<file path="src/hw/rtl/linear_interp_resampler_8bit_assert.svh">
// Assertion macros shared by the resampler RTL.
`ifndef LINEAR_INTERP_RESAMPLER_8BIT_ASSERT_SVH
`define LINEAR_INTERP_RESAMPLER_8BIT_ASSERT_SVH

// The consequent must hold in the same cycle as the antecedent.
`define LIRS_ASSERT_SAME(label, clk, rst_n, ante, cons) \
    label: assert property (@(posedge clk) disable iff (!(rst_n)) (ante) |-> (cons)) \
        else $error("lirs assertion failed");

// The consequent must hold in the cycle after the antecedent.
`define LIRS_ASSERT_NEXT(label, clk, rst_n, ante, cons) \
    label: assert property (@(posedge clk) disable iff (!(rst_n)) (ante) |=> (cons)) \
        else $error("lirs assertion failed");

`endif

</file>
<file path="src/hw/rtl/lirs_pkg.sv">
package lirs_pkg;

    // Widths of the audio samples and of the rate step register.
    localparam int SAMPLE_W = 8;
    localparam int STEP_W   = 21;

    // Outputs made for one input sample are capped at this count.
    localparam int MAX_OUTS = 64;
    localparam int CNT_W    = $clog2(MAX_OUTS + 1);

    // The step register comes out of reset at unity rate.
    localparam logic [STEP_W-1:0] STEP_RESET = 21'd65536;

    typedef logic [SAMPLE_W-1:0] t_sample;
    typedef logic [STEP_W-1:0]   t_step;
    typedef logic [CNT_W-1:0]    t_count;

endpackage

</file>
<file path="src/hw/rtl/lirs_interp.sv">
module lirs_interp #(
    parameter int PHASE_FRAC_BITS = 16
) (
    input  logic                       i_clk,
    input  logic                       i_load,
    input  lirs_pkg::t_sample          i_prev,
    input  lirs_pkg::t_sample          i_cur,
    input  logic [PHASE_FRAC_BITS-1:0] i_phase,
    output lirs_pkg::t_sample          o_sample
);
    import lirs_pkg::*;

    localparam int PROD_W = SAMPLE_W + 1 + PHASE_FRAC_BITS + 1;

    logic signed [SAMPLE_W:0]        diff;
    logic signed [PHASE_FRAC_BITS:0] phase_s;
    logic signed [PROD_W-1:0]        r_prod;
    logic signed [PROD_W-1:0]        shifted;

    // Signed difference between the two samples and the phase as a positive operand.
    assign diff    = $signed({1'b0, i_cur}) - $signed({1'b0, i_prev});
    assign phase_s = $signed({1'b0, i_phase});

    // The one multiplier of the block, registered before the offset add.
    always_ff @(posedge i_clk) begin
        if (i_load) begin
            r_prod <= PROD_W'(diff) * PROD_W'(phase_s);
        end
    end

    // Arithmetic shift floors the scaled difference; the result stays between the samples.
    assign shifted  = r_prod >>> PHASE_FRAC_BITS;
    assign o_sample = i_prev + shifted[SAMPLE_W-1:0];

endmodule

</file>
<file path="src/hw/rtl/linear_interp_resampler_8bit.sv">
// Linear interpolation resampler for unsigned 8-bit mono audio. An input sample
// that only primes the state is taken in the idle state alone. Otherwise the
// input transfer is followed, for each output it produces, by a phase check that
// starts the multiply and then the output load, and a last check closes the
// interval; the cap is 64 outputs per input sample. A final sample that yields
// no output also passes through FLAG for its flagged copy, and an output load or
// flagged copy waits whenever the output side holds back a transfer. This order
// is set by the check and load loop around the single shared multiplier. The
// step register holds input rate over output rate with PHASE_FRAC_BITS fraction
// bits and may be written only while the block is idle.
module linear_interp_resampler_8bit #(
    parameter int PHASE_FRAC_BITS = 16
) (
    input  logic              i_clk,
    input  logic              i_rst_n,
    input  logic              i_cfg_wr_en,
    input  lirs_pkg::t_step   i_cfg_wr_data,
    input  logic              i_valid,
    output logic              o_ready,
    input  lirs_pkg::t_sample i_sample_in,
    input  logic              i_last_in,
    output logic              o_valid,
    input  logic              i_ready,
    output lirs_pkg::t_sample o_sample_out,
    output logic              o_end_of_run
);
    import lirs_pkg::*;

`include "linear_interp_resampler_8bit_assert.svh"

    localparam int PW = ((PHASE_FRAC_BITS + 1 > STEP_W) ? PHASE_FRAC_BITS + 1 : STEP_W) + 1;
    localparam logic [PW-1:0] PhaseOne  = PW'(1) << PHASE_FRAC_BITS;
    localparam logic [PW-1:0] StepLimit = PW'(1) << STEP_W;

    localparam logic [1:0] S_IDLE  = 2'd0;
    localparam logic [1:0] S_CHECK = 2'd1;
    localparam logic [1:0] S_EMIT  = 2'd2;
    localparam logic [1:0] S_FLAG  = 2'd3;

    logic [1:0]    r_state, n_state;
    t_step         r_step;
    t_sample       r_prev, n_prev;
    logic [PW-1:0] r_phase, n_phase;
    logic          r_have, n_have;
    t_sample       r_cur, n_cur;
    logic          r_last, n_last;
    t_count        r_cnt, n_cnt;
    logic          r_final, n_final;
    logic          r_out_valid, n_out_valid;
    t_sample       r_out_sample, n_out_sample;
    logic          r_out_end, n_out_end;

    logic          in_xfer;
    logic          out_free;
    logic          ph_lt_one;
    logic          cap_hit;
    logic [PW-1:0] ph_next;
    logic          mul_load;
    t_sample       interp_sample;

    // Shared interpolation unit.
    lirs_interp #(
        .PHASE_FRAC_BITS (PHASE_FRAC_BITS)
    ) u_interp (
        .i_clk    (i_clk),
        .i_load   (mul_load),
        .i_prev   (r_prev),
        .i_cur    (r_cur),
        .i_phase  (r_phase[PHASE_FRAC_BITS-1:0]),
        .o_sample (interp_sample)
    );

    assign o_ready      = (r_state == S_IDLE);
    assign in_xfer      = i_valid && o_ready;
    assign out_free     = !r_out_valid || i_ready;
    assign ph_lt_one    = (r_phase < PhaseOne);
    assign cap_hit      = (r_cnt == CNT_W'(MAX_OUTS));
    assign ph_next      = r_phase + PW'(r_step);
    assign o_valid      = r_out_valid;
    assign o_sample_out = r_out_sample;
    assign o_end_of_run = r_out_end;

    // Sequencer: one output per pass through check and emit.
    always_comb begin
        n_state      = r_state;
        n_prev       = r_prev;
        n_phase      = r_phase;
        n_have       = r_have;
        n_cur        = r_cur;
        n_last       = r_last;
        n_cnt        = r_cnt;
        n_final      = r_final;
        n_out_valid  = r_out_valid && !i_ready;
        n_out_sample = r_out_sample;
        n_out_end    = r_out_end;
        mul_load     = 1'b0;

        unique case (r_state)
            S_IDLE: begin
                if (in_xfer) begin
                    n_cur  = i_sample_in;
                    n_last = i_last_in;
                    n_cnt  = '0;
                    if (!r_have) begin
                        // The first sample of a sound only primes the state.
                        n_prev  = i_sample_in;
                        n_phase = '0;
                        n_have  = 1'b1;
                        n_state = i_last_in ? S_FLAG : S_IDLE;
                    end else begin
                        n_state = S_CHECK;
                    end
                end
            end
            S_CHECK: begin
                if (ph_lt_one && !cap_hit) begin
                    // Start a product and note whether this output ends the interval.
                    mul_load = 1'b1;
                    n_final  = (ph_next >= PhaseOne) || (r_cnt == CNT_W'(MAX_OUTS - 1));
                    n_state  = S_EMIT;
                end else if (r_last) begin
                    if (r_cnt == '0) begin
                        n_state = S_FLAG;
                    end else begin
                        n_prev  = '0;
                        n_phase = '0;
                        n_have  = 1'b0;
                        n_state = S_IDLE;
                    end
                end else begin
                    // Close interval: phase less one input period, or zero if under one.
                    n_phase = ph_lt_one ? '0 : (r_phase - PhaseOne);
                    n_prev  = r_cur;
                    n_state = S_IDLE;
                end
            end
            S_EMIT: begin
                if (out_free) begin
                    n_out_valid  = 1'b1;
                    n_out_sample = interp_sample;
                    n_out_end    = r_last && r_final;
                    n_phase      = ph_next;
                    n_cnt        = r_cnt + CNT_W'(1);
                    n_state      = S_CHECK;
                end
            end
            S_FLAG: begin
                // An end of sound with no output in its interval emits the sample itself.
                if (out_free) begin
                    n_out_valid  = 1'b1;
                    n_out_sample = r_cur;
                    n_out_end    = 1'b1;
                    n_prev       = '0;
                    n_phase      = '0;
                    n_have       = 1'b0;
                    n_state      = S_IDLE;
                end
            end
            default: begin
                n_state = S_IDLE;
            end
        endcase
    end

    // Control and state registers.
    always_ff @(posedge i_clk) begin
        if (!i_rst_n) begin
            r_state     <= S_IDLE;
            r_prev      <= '0;
            r_phase     <= '0;
            r_have      <= 1'b0;
            r_cnt       <= '0;
            r_out_valid <= 1'b0;
        end else begin
            r_state     <= n_state;
            r_prev      <= n_prev;
            r_phase     <= n_phase;
            r_have      <= n_have;
            r_cnt       <= n_cnt;
            r_out_valid <= n_out_valid;
        end
    end

    // Step register, written directly by the configuration port.
    always_ff @(posedge i_clk) begin
        if (!i_rst_n) begin
            r_step <= STEP_RESET;
        end else if (i_cfg_wr_en) begin
            r_step <= i_cfg_wr_data;
        end
    end

    // Payload registers.
    always_ff @(posedge i_clk) begin
        r_cur        <= n_cur;
        r_last       <= n_last;
        r_final      <= n_final;
        r_out_sample <= n_out_sample;
        r_out_end    <= n_out_end;
    end

    `LIRS_ASSERT_SAME(a_cnt_capped, i_clk, i_rst_n, 1'b1, r_cnt <= CNT_W'(MAX_OUTS))
    `LIRS_ASSERT_SAME(a_cleared_phase, i_clk, i_rst_n, !r_have, r_phase == '0)
    `LIRS_ASSERT_SAME(a_idle_phase_fits, i_clk, i_rst_n, r_state == S_IDLE, r_phase < StepLimit)
    `LIRS_ASSERT_NEXT(a_emit_loads_output, i_clk, i_rst_n, r_state == S_EMIT && out_free, r_out_valid && r_state == S_CHECK)

endmodule

</file>
<file path="config.mk">
export PLATFORM = sky130hd
export DESIGN_NAME = linear_interp_resampler_8bit
export DESIGN_NICKNAME = d
export VERILOG_FILES = /design/src/hw/rtl/lirs_pkg.sv /design/src/hw/rtl/lirs_interp.sv /design/src/hw/rtl/linear_interp_resampler_8bit.sv
export VERILOG_INCLUDE_DIRS = /design/src /design/src/hw/rtl
export SDC_FILE = /design/constraint.sdc
export NUM_CORES = 1
export LEC_CHECK = 0
export BUFFER_PORTS_ARGS = -buffer_cell sky130_fd_sc_hd__buf_4
export CORE_AREA = 2 2 133 135
export CTS_BUF_LIST = sky130_fd_sc_hd__clkbuf_8 sky130_fd_sc_hd__clkbuf_16
export CTS_CLUSTER_DIAMETER = 100
export DETAILED_ROUTE_END_ITERATION = 7
export DIE_AREA = 0 0 135 137
export PLACE_DENSITY = 0.78
export SYNTH_ARGS = -nofsm -noshare
export SYNTH_HDL_FRONTEND = slang
export SYNTH_SLANG_ARGS = --single-unit
</file>
<file path="constraint.sdc">
create_clock -name i_clk -period 6.86 [get_ports i_clk]
set_input_delay 1.372 -clock i_clk [delete_from_list [all_inputs] [get_ports i_clk]]
set_output_delay 1.372 -clock i_clk [all_outputs]
set_load 0.01 [all_outputs]
</file>
==> qor.csv <==
stage;metric;value;unit
sta;final setup TNS;0;ps
floorplan;Std-Cell Core Area;17100;um^2
setup_path;kind of end point of the critical path;flop;
global_route;grt ovf;0;
setup_path;Worst path top cell family by delay;adder cells;
yosys;gate count after technology mapping;1041;
worst_hold_path;worst-case hold path end point;r_step[16];
placed_design;HPWL after DPL;16300;um
detailed_routing;Starting DRT DRC Count;489;
sta;final hold violation count;0;
setup_path;critical path required time;6980;ps
power_and_ir_drop;worst ir drop on vdd;264;uV
final_layout;fraction of layout instances using a drive strength above 1;10.2;%
setup_path;worst path arrival time;6780;ps
sta;relative slew slack;44.6;%
setup_path;Critical Path Start Type;flop;
detailed_routing;per-cell via count in the routed design;5.76;
setup_path;reg-to-reg critical path endpoint;u_interp.r_prod[23];
clocking;clock tree buffer depth;2;
floorplan;horizontal die dimension;135;um
sta;Worst Skew;17.2;ps
run;Max-cap violations;0;
clocking;Num Clock Sinks;89;
clocking;clock transition at the registers of the reported paths;80;ps
sta;Worst Tran Pin Value;825;ps
yosys;Yosys warning total;0;
detailed_routing;Post-route DRC;0;
setup_path;cells along the critical path;ha_1 > nor2b_1 > o21ai_1 > a21boi_1 > o21ai_1 > a21oi_2 > o21a_1 > or3b_2 > fa_1 > fa_1 > inv_1 > fa_1 > fa_1 > inv_1 > fa_1 > inv_1 > ha_1 > a21o_1 > a211oi_2 > a2111oi_2 > nor2_1 > a311oi_2 > a31o_1 > xnor2_1;
power_and_ir_drop;static leakage;5.08;nW
placed_design;PortBufs;45;
global_route;number of global-route vias before repair;7609;
clocking;clock tree from TritonCTS;built;
floorplan;number of rows created at floorplan;48;
floorplan;I/O Pins;46;
setup_path;register-to-register setup slack;200;ps
setup_path;worst-case reg-to-reg path depth;24;
sta;share of the clock period used by the worst path after layout;97.0;%
setup_path;startpoint of the worst register-to-register path;r_cur[1];
final_layout;growth of design area from synthesis to finish;9.69;%
sta;max-slew violation total from the final report;0;
global_route;initial antenna violation count;1;
yosys;#FFs+latches synth;89;
clocking;H-tree levels;3;
global_route;maximum number of pins on one net before global-route repair;61;
final_layout;commonest non-fill, non-tap cell in the layout;inv_1;
yosys;Main synth FF type;dfxtp_1;
clocking;cts bufs inserted;9;
clocking;Clock Latency Late Sink;370;ps
yosys;number of distinct library cell variants in the gate-level netlist after synthesis;72;
final_layout;number of nets in the layout;1306;
setup_path;slowest stage cell on the critical path;fa_1;
yosys;mapped cell area;9730;um^2
worst_hold_path;Hold Crit Class;reg -> reg;
final_layout;Sequential cell area;2050;um^2
status;status;complete, no violations;
detailed_routing;count of vias placed by the detailed router;7498;
setup_path;cell mode on critical path;fa_1;
sta;minimum clock period after layout;6660;ps
worst_hold_path;Hold Path Stages;2;
setup_path;stages on the worst setup path;24;
sta;final number of setup-violating endpoints;0;
detailed_routing;total wire length;21500;um
placed_design;Placer Congestion;0.873;
detailed_routing;antenna viol nets, final;0;
detailed_routing;drt wl/cell;16.5;um
power_and_ir_drop;cell area power density;299;nW/um^2
global_route;overall global routing resource usage;24.9;%
sta;worst hold-check slack;515;ps
final_layout;Fill cells;1447;
yosys;Syn Area/Cell;9.35;um^2
final_layout;highest-count cells in the layout ignoring fill and taps;inv_1 (116), fa_1 (101), ha_1 (98);
setup_path;maximum fanout along the worst path;3;
clocking;post-cts hold buffer count;0;
setup_path;sum of buffers and inverters on the critical path;3;
yosys;number of nets produced by synthesis;1276;
global_route;wire length of the first global-routing pass;36500;um
floorplan;die area;18500;um^2
setup_path;Worst path max stage delay;520;ps
yosys;number of enable-type register cells in the synthesized netlist;27;
setup_path;Crit Path Class;reg -> reg;
sta;timing-limited maximum frequency;150;MHz
floorplan;Initial Utilization;57.1;%
final_layout;combined area of the multi-input logic cells;7110;um^2
detailed_routing;number of optimization iterations in the first detailed-route pass;5;
floorplan;floorplan die height;137;um
yosys;async set-or-reset flop fraction in the synthesized netlist;0;%
worst_hold_path;Hold Path Origin;r_step[16];
yosys;register area share after synthesis;21.1;%
clocking;Clock Tree Root;clkbuf_16;
cell usage after synthesis, types with 17 or more instances:
master	count	area (um^2)
a21o_1	17	128
a21oi_1	34	170
and2_1	61	382
clkbuf_1	32	120
dfxtp_1	62	1240
edfxtp_1	27	811
fa_1	101	2020
ha_1	99	1240
inv_1	116	435
mux2i_1	25	250
nand2_1	69	259
nand2b_1	32	200
nor2_1	46	173
nor2b_1	41	257
nor3b_1	17	128
o21ai_0	34	170
xnor2_1	26	228
xor2_1	19	166
stage by stage:
stage          util [%]  std cells  area [um^2]  setup WS, ps  power, mW
2_1_floorplan         -       1041         9730           290       2.07
3_3_place_gp       60.3       1281        10300           134       2.56
3_5_place_dp       60.3       1281        10300         -30.9       2.61
4_1_cts            62.1       1297        10600          7.84       3.14
5_1_grt            62.6       1301        10700         -59.8       3.47
6_report           62.6       1302        10700           203       3.20
metal layers:
layer / share of wire (%) / global-route usage (%) / up-vias
met2: 50 / 42.4 / 227
met5: 0 / 0 / -
li1: - / - / 3574
met4: 2.2 / 8.85 / 0
met3: 5.7 / 4.89 / 38
met1: 42 / 31.8 / 3659
registers in the layout (all words and copies together), names as in the netlist:
signal and cells:
o_valid 1, r_step 21, r_phase 22, r_state 2, r_prev 8, r_cur 8
r_have 1, o_sample_out 8, r_cnt 7, r_final 1, u_interp.r_prod 8, o_end_of_run 1
r_last 1
worst reg2reg max path: stages, from the launching register on:
cell and delay [ps]:
edfxtp_1 420, ha_1 290, nor2b_1 140, o21ai_1 170, a21boi_1 100, o21ai_1 210
a21oi_2 90, o21a_1 200, or3b_2 480, fa_1 460, fa_1 500, inv_1 50
fa_1 440, fa_1 490, inv_1 50, fa_1 520, inv_1 60, ha_1 290
a21o_1 130, a211oi_2 80, a2111oi_2 440, nor2_1 150, a311oi_2 380, a31o_1 200
xnor2_1 60
where the power goes:
part           internal, mW  total, mW  switching, mW  leakage [nW]
Sequential            0.693      0.759         0.0660         0.758
Combinational         0.783       1.92           1.14          4.17
Clock                 0.260      0.514          0.254         0.150
worst max path at each step:
stage,from,to
finish,r_cur[1],u_interp.r_prod[23]
global route,r_cur[0],u_interp.r_prod[22]
CTS,r_cur[1],u_interp.r_prod[23]
detailed placement,r_cur[1],u_interp.r_prod[23]
global placement,r_cur[1],u_interp.r_prod[23]
floorplan,r_prev[1],u_interp.r_prod[23]
cell type report:
cell class                      instances  area share [%]
Multi-Input combinational cell        794            66.6
Sequential cell                        89            19.2
Timing Repair Buffer                   61            4.59
Inverter                              116            4.08
Tap cell                              225            2.64
Clock buffer                            9            2.11
Clock inverter                          7           0.762
Antenna cell                            1          0.0234
kinds of logic after synthesis:
group	count (synthesis)	share of synthesized area [%]
fa+ha+maj	200	33.5
simple gates	343	19.5
buf+inv	158	6.22
xor+xnor	45	4.05
flops	89	21.1
compound gates	179	12.8
mux	27	2.80
repair_timing:
| item | in CTS | in global routing |
|---|---|---|
| endpoints found under the setup margin | 1 | 8 |
| gates resized for setup | 1 | 11 |
| pin swaps | 0 | 15 |
| gates cloned | 0 | 0 |
| buffers inserted | 0 | 4 |
No activity file was read; power rests on OpenSTA's default activity.
